--- src/rtl/pibp_pkg.sv ---
`default_nettype none
package pibp_pkg;
	localparam int DEF_ROWS = 1024;
	localparam int DEF_COLS = 4096;
	localparam int LIMB_W = 40;
	localparam int ACC_W = 64;
	localparam int VAL_W = 184;
	localparam int MOD_W = 256;

	localparam logic [1:0] KIND_LOAD = 2'd0;
	localparam logic [1:0] KIND_BYTE = 2'd1;
	localparam logic [1:0] KIND_READ = 2'd2;

	localparam logic [1:0] CFG_MOD0 = 2'd0;
	localparam logic [1:0] CFG_MOD1 = 2'd1;
	localparam logic [1:0] CFG_MOD2 = 2'd2;
	localparam logic [1:0] CFG_MOD3 = 2'd3;

	typedef struct packed {
		logic [1:0]   op;
		logic [12:0]  slot;
		logic [159:0] query;
		logic [9:0]   row;
		logic [11:0]  col;
		logic [7:0]   data;
	} item_t;

	typedef struct packed {
		logic [11:0]           col;
		logic [3:0][ACC_W-1:0] acc;
	} rd_req_t;
endpackage
`default_nettype wire

--- src/rtl/pibp_front.sv ---
`default_nettype none
module pibp_front #(
	parameter int ROWS = 1024,
	parameter int COLS = 4096
) (
	input  wire logic          clk,
	input  wire logic          arst_n,
	input  wire logic          push,
	output logic               full,
	input  wire pibp_pkg::item_t in_item,
	output logic               item_valid,
	output pibp_pkg::item_t    item,
	input  wire logic          item_pop
);
	import pibp_pkg::*;

	localparam int SLOTS = ROWS * 8;

	item_t       buf_q [2];
	logic        wr_q;
	logic        rd_q;
	logic [1:0]  cnt_q;
	logic        keep;
	logic        wr_en;

	always_comb begin
		case (in_item.op)
			KIND_LOAD: keep = 32'(in_item.slot) < 32'(SLOTS);
			KIND_BYTE: keep = (32'(in_item.row) < 32'(ROWS)) && (32'(in_item.col) < 32'(COLS));
			KIND_READ: keep = 1'b1;
			default:   keep = 1'b0;
		endcase
	end

	assign full       = cnt_q == 2'd2;
	assign wr_en      = push && !full && keep;
	assign item_valid = cnt_q != 2'd0;
	assign item       = buf_q[rd_q];

	always_ff @(posedge clk) begin
		if (wr_en) begin
			buf_q[wr_q] <= in_item;
		end
	end

	always_ff @(posedge clk or negedge arst_n) begin
		if (!arst_n) begin
			wr_q  <= 1'b0;
			rd_q  <= 1'b0;
			cnt_q <= 2'd0;
		end else begin
			if (wr_en) begin
				wr_q <= !wr_q;
			end
			if (item_pop) begin
				rd_q <= !rd_q;
			end
			case ({wr_en, item_pop})
				2'b10:   cnt_q <= cnt_q + 2'd1;
				2'b01:   cnt_q <= cnt_q - 2'd1;
				default: cnt_q <= cnt_q;
			endcase
		end
	end
endmodule
`default_nettype wire

--- config.mk ---
export PLATFORM = sky130hd
export DESIGN_NAME = pibp_front
export DESIGN_NICKNAME = d
export VERILOG_FILES = /design/src/rtl/pibp_pkg.sv /design/src/rtl/pibp_front.sv
export SDC_FILE = /design/constraint.sdc
export NUM_CORES = 1
export LEC_CHECK = 0
export ABC_CLOCK_PERIOD_IN_PS = 10300
export BUFFER_PORTS_ARGS = -buffer_cell sky130_fd_sc_hd__buf_2
export CORE_UTILIZATION = 47
export DETAILED_ROUTE_END_ITERATION = 8
export PLACE_DENSITY = 0.75
export SETUP_SLACK_MARGIN = 0.3
export SLEW_MARGIN = 20
export SYNTH_ARGS = -nofsm -noshare
export SYNTH_HDL_FRONTEND = slang
export SYNTH_SLANG_ARGS = --single-unit
--- constraint.sdc ---
create_clock -name clk -period 10.3 [get_ports clk]
set_input_delay 0 -clock clk [delete_from_list [all_inputs] [get_ports clk]]
set_output_delay 0 -clock clk [all_outputs]
set_load 0.005 [all_outputs]
==> out/results.txt <==
The flow ran to the end, and the final reports show no timing, DRC or antenna violations. The sequential area share after synthesis is 0.798, and the share of post-route cells with drive strength above 1 is 0.515. In this run the deepest clock path goes through 3 buffers.

Dividing total power by cell area gives a power density of 249 nW/µm². The count of nets left with antenna violations after detail routing was 0; the wire length per cell after detailed routing was 19.4 µm. For the residual DRC count, the log shows 0.

The detailed router finished its first iteration with 354 violations. The logs give 0.208 for the remaining max-slew budget at the tightest pin and 15 for the post-synthesis cell type count. The completed layout was analyzed and its total power is 5350 µW.

The tools report the element type at the critical path start as a flip-flop. STA puts the critical path data required time at 10430 ps. The first global-routing pass estimated 49900 µm of wire. A synthesized cell averages 23.7 µm². The initial antenna violation count came out at 3. The final layout net count is 1519, and the area of the placeable core is 32500 µm². The final number of max-transition violations came out at 0. The final clock period utilization by the worst path was 0.316. Type of the setup path with the least slack: reg2reg. For the number of global-route vias before repair, the log shows 9233. The clock period minus final worst setup slack was 3250 ps. The tools report the number of max-cap violations as 0.

The classification of the worst-slack hold path was in2reg. Setup repair after global routing left no endpoint under its margin. During synthesis, Yosys emitted a total of 0 warnings. Along the worst path, the maximum fanout reaches 73.

The number of H-tree levels is 2. The run gives 0 as the number of hold violations in the final report. The die width came out at 184 µm. STA classifies the critical path endpoint as a flip-flop.

The via count normalized by instance count was 4.83; the maximum number of pins on one net before global-route repair was 130. The count of fill cells added during filler insertion was 2187. The height of the die was 184 µm; the static leakage power was 0.00848 µW.

The worst IR drop on VDD was 0.175 mV; the layout-stage area growth over the synthesis result was 38.2%. The starting density of the core is 0.478. The final wirelength is 34700 µm, and the number of top-level pins is 416.

The cell count after synthesis came out at 656. The register clock-pin slew on the reported worst setup and hold paths was 60 ps. STA puts the critical path data arrival time at 3380 ps. TritonCTS built the clock tree. The tools report the final HPWL from detailed placement as 20500 µm.

The first detailed-routing pass took 6 iterations. The net count after synthesis was 866. Across the routed clock network, the largest skew measured is 14.7 ps.

Summed over all layers, the global routing overflow is 0. After clock tree synthesis, the setup repair step added 0 buffers. Static timing analysis puts the maximum clock frequency at 308 MHz.

In this run the core area contains 66 standard-cell rows. During placement, the flow inserted port buffers numbering 415. The setup-violating endpoint count in the final report was 0. The buffer type at the clock tree root is clkbuf_16. The tools report the clock latency of the later-clocked register in the worst-skew pair as 520 ps. At the end of routability-driven placement, the weighted congestion stood at 0.772. The accumulated negative setup slack is 0 ps. The final route contains 8626 vias.

After synthesis the cells add up to 15600 µm². The slew at the pin with the worst max-slew slack was 1190 ps. The global routing usage summed across all routing layers was 0.196; the count of clock tree sinks was 414. The floorplan step defined a die boundary enclosing 33800 µm². The number of register bits inferred by synthesis was 414; the total clock buffers created by CTS was 42.
==> critical path, stage by stage, from the launching register on <==
cell	delay, ps
dfrtp_1	400
nor2b_1	150
nand3b_1	330
nor2_4	190
buf_4	730
buf_4	940
==> through the flow <==
step / worst slack, ps / hold slack [ps] / cells / utilization / area [µm²]
floorplan: 250 / -296 / 656 / - / 15600
CTS: 7070 / 175 / 1781 / 0.661 / 21500
global route: 6850 / 186 / 1784 / 0.661 / 21500
finish: 7050 / 195 / 1786 / 0.661 / 21500
detailed placement: 7090 / -177 / 1498 / 0.555 / 18100
global placement: 7130 / -187 / 1498 / 0.555 / 18100
==> layer usage <==
layer,routed length (µm),track usage,share of wire
met1,12600,0.205,0.36
met2,19000,0.373,0.55
met3,1980,0.0446,0.057
met4,1190,0.0840,0.034
met5,0,0,0
==> cells by family after synthesis <==
family | synth area share
and+or+nand+nor | 0.00225
buffers and inverters | 0.0145
xor gates and xnor gates | 0.00281
adders and majority gates | 0.000804
DFF | 0.798
muxes | 0.182
==> Yosys cell counts (all sizes together) <==
library cell  instances  area, µm²
ha                    1       12.5
dfrtp                 4        100
mux2                205       2830
nor2b                 1       6.26
nand2                 1       3.75
buf                  23        221
edfxtp              410      12300
or2                   1       6.26
nor2                  3       11.3
xnor2                 3       26.3
xor2                  2       17.5
inv                   1       3.75
nand3b                1       7.51
==> flip-flops by register name (all words and copies together), names as in the netlist <==
name / count
buf_q: 410
rd_q: 1
wr_q: 1
cnt_q: 2
==> what timing repair did <==
item                                    in CTS  in global routing
endpoints found under the setup margin       0                  0
hold buffers                               209                  0
gates resized for setup                      0                  0
endpoints found under the hold margin      418                  0
==> final cells by class <==
cell class | instances | area, µm² | area share
clock buffers | 58 | 1160 | 0.0540
flip-flops and latches | 414 | 12400 | 0.577
well taps | 442 | 553 | 0.0257
diodes | 5 | 12.5 | 0.000582
clock inverters | 16 | 178 | 0.00826
multi-input cells | 218 | 2940 | 0.137
repair buffers | 632 | 4240 | 0.197
inverters | 1 | 3.75 | 0.000175
==> layout by cell type, fill, tap and decap left out, drive strengths merged <==
master / count
buf: 423
nor2: 3
xnor2: 3
clkbuf: 58
or2: 1
bufinv: 4
dlygate4sd3: 209
diode: 5
edfxtp: 410
xor2: 2
clkinv: 11
mux2: 205
nor2b: 1
nand3b: 1
dfrtp: 4
inv: 2
nand2: 1
ha: 1
==> final timing paths <==
kind | start | endpoint | slack (ps) | cells past startpoint
setup / recovery | cnt_q[1] | buf_q[0][204] | 7050 | 5
hold / removal | in_item[97] | buf_q[0][97] | 190 | 2
setup reg to reg | cnt_q[1] | buf_q[0][204] | 7050 | 5
hold reg to reg | cnt_q[1] | cnt_q[1] | 490 | 1
max in group asynchronous | arst_n | rd_q | 9700 | 3
min in group asynchronous | arst_n | wr_q | 390 | 3
==> power breakdown <==
group / internal (µW) / total, µW / switching (µW)
clock network: 887 / 1480 / 598
registers: 2210 / 2320 / 108
logic: 831 / 1550 / 722
Note: power is estimated with default switching activity, not from simulation.
