File: src/rtl/pibp_pkg.sv
`default_nettype none
package pibp_pkg;
	localparam int DEF_ROWS = 1024;
	localparam int DEF_COLS = 4096;
	localparam int LIMB_W = 40;
	localparam int ACC_W = 64;
	localparam int VAL_W = 184;
	localparam int MOD_W = 256;

	localparam logic [1:0] KIND_LOAD = 2'd0;
	localparam logic [1:0] KIND_BYTE = 2'd1;
	localparam logic [1:0] KIND_READ = 2'd2;

	localparam logic [1:0] CFG_MOD0 = 2'd0;
	localparam logic [1:0] CFG_MOD1 = 2'd1;
	localparam logic [1:0] CFG_MOD2 = 2'd2;
	localparam logic [1:0] CFG_MOD3 = 2'd3;

	typedef struct packed {
		logic [1:0]   op;
		logic [12:0]  slot;
		logic [159:0] query;
		logic [9:0]   row;
		logic [11:0]  col;
		logic [7:0]   data;
	} item_t;

	typedef struct packed {
		logic [11:0]           col;
		logic [3:0][ACC_W-1:0] acc;
	} rd_req_t;
endpackage
`default_nettype wire

File: src/rtl/pibp_reduce.sv
`default_nettype none
module pibp_reduce (
	input  wire logic                       clk,
	input  wire logic                       arst_n,
	input  wire logic                       req_valid,
	input  wire pibp_pkg::rd_req_t          req,
	output logic                            req_ready,
	input  wire logic [pibp_pkg::MOD_W-1:0] modulus,
	output logic                            res_valid,
	output logic [pibp_pkg::MOD_W-1:0]      res_value,
	output logic [11:0]                     res_col,
	output logic                            res_pzero,
	input  wire logic                       res_take
);
	import pibp_pkg::*;

	localparam logic [2:0] R_IDLE = 3'd0;
	localparam logic [2:0] R_C1   = 3'd1;
	localparam logic [2:0] R_C2   = 3'd2;
	localparam logic [2:0] R_C3   = 3'd3;
	localparam logic [2:0] R_PACK = 3'd4;
	localparam logic [2:0] R_DIV  = 3'd5;
	localparam logic [2:0] R_DONE = 3'd6;

	logic [2:0]            st_q;
	logic [3:0][ACC_W-1:0] a_q;
	logic [11:0]           col_q;
	logic                  pz_q;
	logic [MOD_W-1:0]      rem_q;
	logic [VAL_W-1:0]      v_q;
	logic [7:0]            cnt_q;
	logic                  res_valid_q;

	logic [MOD_W-1:0]      shifted;
	logic [MOD_W+1:0]      diff;
	logic                  out_free;

	assign shifted   = {rem_q[MOD_W-2:0], v_q[VAL_W-1]};
	assign diff      = {1'b0, rem_q[MOD_W-1], shifted} - {2'b00, modulus};
	assign out_free  = !res_valid_q || res_take;
	assign req_ready = st_q == R_IDLE;
	assign res_valid = res_valid_q;

	always_ff @(posedge clk) begin
		case (st_q)
			R_IDLE: begin
				a_q   <= req.acc;
				col_q <= req.col;
				pz_q  <= modulus == '0;
			end
			R_C1: begin
				a_q[1] <= a_q[1] + ACC_W'(a_q[0][ACC_W-1:LIMB_W]);
				a_q[0] <= ACC_W'(a_q[0][LIMB_W-1:0]);
			end
			R_C2: begin
				a_q[2] <= a_q[2] + ACC_W'(a_q[1][ACC_W-1:LIMB_W]);
				a_q[1] <= ACC_W'(a_q[1][LIMB_W-1:0]);
			end
			R_C3: begin
				a_q[3] <= a_q[3] + ACC_W'(a_q[2][ACC_W-1:LIMB_W]);
				a_q[2] <= ACC_W'(a_q[2][LIMB_W-1:0]);
			end
			R_PACK: begin
				v_q   <= {a_q[3], a_q[2][LIMB_W-1:0], a_q[1][LIMB_W-1:0], a_q[0][LIMB_W-1:0]};
				rem_q <= '0;
				cnt_q <= 8'(VAL_W);
			end
			R_DIV: begin
				rem_q <= diff[MOD_W+1] ? shifted : diff[MOD_W-1:0];
				v_q   <= {v_q[VAL_W-2:0], 1'b0};
				cnt_q <= cnt_q - 8'd1;
			end
			default: begin
			end
		endcase
		if (st_q == R_DONE && out_free) begin
			res_value <= rem_q;
			res_col   <= col_q;
			res_pzero <= pz_q;
		end
	end

	always_ff @(posedge clk or negedge arst_n) begin
		if (!arst_n) begin
			st_q        <= R_IDLE;
			res_valid_q <= 1'b0;
		end else begin
			if (st_q == R_DONE && out_free) begin
				res_valid_q <= 1'b1;
			end else if (res_take) begin
				res_valid_q <= 1'b0;
			end
			case (st_q)
				R_IDLE:  if (req_valid) st_q <= R_C1;
				R_C1:    st_q <= R_C2;
				R_C2:    st_q <= R_C3;
				R_C3:    st_q <= R_PACK;
				R_PACK:  st_q <= pz_q ? R_DONE : R_DIV;
				R_DIV:   if (cnt_q == 8'd1) st_q <= R_DONE;
				R_DONE:  if (out_free) st_q <= R_IDLE;
				default: st_q <= R_IDLE;
			endcase
		end
	end
endmodule
`default_nettype wire

File: config.mk
export PLATFORM = sky130hd
export DESIGN_NAME = pibp_reduce
export DESIGN_NICKNAME = d
export VERILOG_FILES = /design/src/rtl/pibp_pkg.sv /design/src/rtl/pibp_reduce.sv
export SDC_FILE = /design/constraint.sdc
export NUM_CORES = 2
export LEC_CHECK = 0
export ABC_AREA = 1
export BUFFER_PORTS_ARGS = -buffer_cell sky130_fd_sc_hd__buf_2
export CORE_MARGIN = 1.5
export CORE_UTILIZATION = 45
export CTS_BUF_LIST = sky130_fd_sc_hd__clkbuf_16
export CTS_CLUSTER_SIZE = 12
export DETAILED_ROUTE_END_ITERATION = 8
export GPL_TIMING_DRIVEN = 0
export PLACE_DENSITY = 0.66
export SETUP_SLACK_MARGIN = 0.4
export SLEW_MARGIN = 20
export SYNTH_ARGS = -nofsm -noshare
export SYNTH_HDL_FRONTEND = slang
export SYNTH_SLANG_ARGS = --single-unit
File: constraint.sdc
create_clock -name clk -period 21.6 [get_ports clk]
set_input_delay 2.16 -clock clk [delete_from_list [all_inputs] [get_ports clk]]
set_output_delay 2.16 -clock clk [all_outputs]
set_load 0.005 [all_outputs]
==> results.cfg <==
[power]
leakage_nw = 49.1
pwr_density_cell_nw_per_um2 = 150
irDropWorstVdd_v = 0.000106

[worst_setup_path]
start_kind = input port
startpoint = modulus[177]
critPathRequiredTime_ps = 22090
cp_top_family = simple AND/OR/NAND/NOR gates
critPathArrivalTime_ps = 6740
r2r_slack_ps = 16150
critPathSlowestCell = ha_1
rr_startpoint = rem_q[176]$_SDFFCE_PN0P_
cp-end-kind = register
rr_endpoint = rem_q[180]$_SDFFCE_PN0P_
rr_worst_depth = 17
path_buf_inv = 6
path_cells = buf_2 > inv_1 > ha_1 > nand2_1 > nor2_2 > nand2_2 > nor2_4 > inv_2 > nor2_2 > nand2_1 > nand2_1 > nand2_1 > nand3b_1 > inv_1 > buf_6 > clkbuf_8 > nand3b_1 > nand2_1 > nor2_1
cpPeakStageDelay_ps = 590
cp_max_fo = 10
path_class = input port to register
cpMostUsedCell = nand2_1

[timing]
rsz0062_at_grt = false
slew_headroom_pct = 11.8
report.final.slew_viol_count = 0
finalClockSkew_ps = 60.8
worstMarginPinSlew_ps = 1320
fin_crit_sh_pct = 28.9
max_freq_mhz = 160
tns_ps = 0
layout_min_cycle_time_ps = 6250
finalHoldViolCount = 0
setup_viol = 0

[cts]
h-tree-depth = 3
numCtsBuffers = 107
hold_buffers = 0
cts.sinks = 990
cts_root_buffer = clkbuf_16
path_clk_slew_ps = 60
cts_resized = 0
post-cts-setup-buffers = 0
clk_latency_ps = 830
cts_buffer_depth = 3
cts_tree = yes

[min_path]
hold_depth = 0
hold_class = register to register
hold_start = col_q[2]$_DFFE_PP_
min_to = res_col[2]$_DFFE_PP_

[yosys]
synth_nets = 13809
synth-main-ff-cell = edfxtp_1
synth-simple-area-share_pct = 37.9
synth_cell_type_count = 52
ys_seq_area_share_pct = 35.6
synth_top_area_cell = edfxtp_1
synth_fa_ha_area_share_pct = 5.05
synth-xor-area-share_pct = 1.95
synth_top_family_by_area = simple AND/OR/NAND/NOR gates
syn_avg_cell_area_um2 = 6.44
synth_compound_area_share_pct = 4.76
synth_warnings = 0
synth_top_area_share_pct = 35.5
synthMuxAreaShare_pct = 0
synth_edf_count = 986
synth-seq-cells = 990
synth_area_leaders = edfxtp_1 36%, nand2_1 23%, inv_1 13%
async_flop_share_pct = 0.404
syn_inst = 12947
netlist_area_um2 = 83300

[floorplan]
rows = 157
io-pin-count = 799
initial_core_util_pct = 45.4
dieArea_um2 = 188000
die_y_um = 433
coreArea_um2 = 183000
dieWidth_um = 433

[placement]
dp_hpwl_mm = 351
dp.cells = 16252
io_buffers = 798
place_congestion = 1.18

[detailed_routing]
drt_iter0_markers = 9598
wl_mm = 406
routed_via_density = 5.23
detail-route-antenna-nets = 0
wl_per_cell_um = 24.7
drc = 0
vias = 86058
firstDrtPassIters = 7

[global_route]
grt-ovfl-total = 0
antenna_found_initial = 30
grt_pass1_wl_mm = 560
grt_max_degree = 40
grt_util_all_layers_pct = 42.3
grt_pass1_vias = 79686

[finish]
final_common_cell = nand2_1
area_growth_pct = 13.9
most-common-layout-cells = 5011 x nand2_1, 2792 x inv_1, 1538 x nor2_1
fill_cells = 19468
fin_cells = 16452
drive_gt1_share_pct = 8.91
nNetsFinal = 14759

[outcome]
outcome = finished clean

[run]
max-cap-violations = 0
-- metal layers --
layer	up-vias	part of all wire (%)	GRT usage, %
li1	41506	-	-
met1	39749	40	53.8
met2	4020	43	65.3
met3	771	8.5	6.99
met4	12	8.4	29.6
met5	-	0.025	0
-- sequential cells by signal (all words and copies together) (netlist names) --
signal,flops
rem_q,256
res_pzero,1
col_q,12
res_value,256
cnt_q,8
a_q,256
pz_q,1
res_col,12
res_valid,1
v_q,184
st_q,3
-- kinds of logic after synthesis --
group	Yosys count
and+or+nand+nor	7705
buffers and inverters	3000
DFF	990
AOI/OAI and AO/OA	732
adders and majority gates	334
xor gates and xnor gates	186
-- cell type report --
class | count | area, um^2 | area share [%]
plain buffers | 200 | 1740 | 1.83
clock inverters | 75 | 616 | 0.649
clock buffers | 107 | 2680 | 2.82
inverters | 2800 | 10500 | 11.1
diodes | 18 | 45.0 | 0.0475
repair buffers | 841 | 5050 | 5.32
well taps | 2464 | 3080 | 3.25
multi-input cells | 8957 | 41500 | 43.7
flip-flops and latches | 990 | 29700 | 31.3
-- power breakdown --
group          leakage, nW  total (W)  internal (W)  switching, W
combinational         38.1    0.00864       0.00245       0.00618
clock                 1.65    0.00180      0.000961      0.000842
sequential            9.34    0.00383       0.00328      0.000553
total                 49.1     0.0143       0.00669       0.00758
-- stage by stage --
stage	hold WS [ps]	utilization, %	instance area (um^2)	total power, W	worst slack [ps]
after detailed placement	405	49.9	91600	0.0122	14740
after floorplan	400	-	83300	0.00892	7410
after CTS	419	51.7	94800	0.0140	15580
after global placement	401	49.3	90400	0.0123	551
after global routing	425	51.7	94900	0.0150	15430
final	419	51.7	94900	0.0143	15350
-- how the worst max path moves through the flow --
stage,endpoint,slack (ps),cells after the start
5_1_grt,rem_q[180]$_SDFFCE_PN0P_,15430,21
3_3_place_gp,rem_q[86]$_SDFFCE_PN0P_,550,4
4_1_cts,rem_q[180]$_SDFFCE_PN0P_,15580,19
6_report,rem_q[180]$_SDFFCE_PN0P_,15350,19
3_5_place_dp,rem_q[213]$_SDFFCE_PN0P_,14740,16
2_1_floorplan,res_col[0]$_DFFE_PP_,7410,2
-- cells in the mapped netlist (all sizes together) (5+ instances only) --
cell type,number
edfxtp,986
xor2,156
nand3,376
a21o,14
or2,19
a31oi,27
a21boi,8
nand3b,265
nor3,145
nor4,73
xnor2,30
a21oi,338
ha,330
clkbuf,116
a32o,11
buf,84
inv,2796
o21bai,30
o21a,5
nor2,1609
nand4,160
and3,5
o21ai,279
and2,11
nand2,5041
o31ai,9
(Power assumes the default switching activity.)
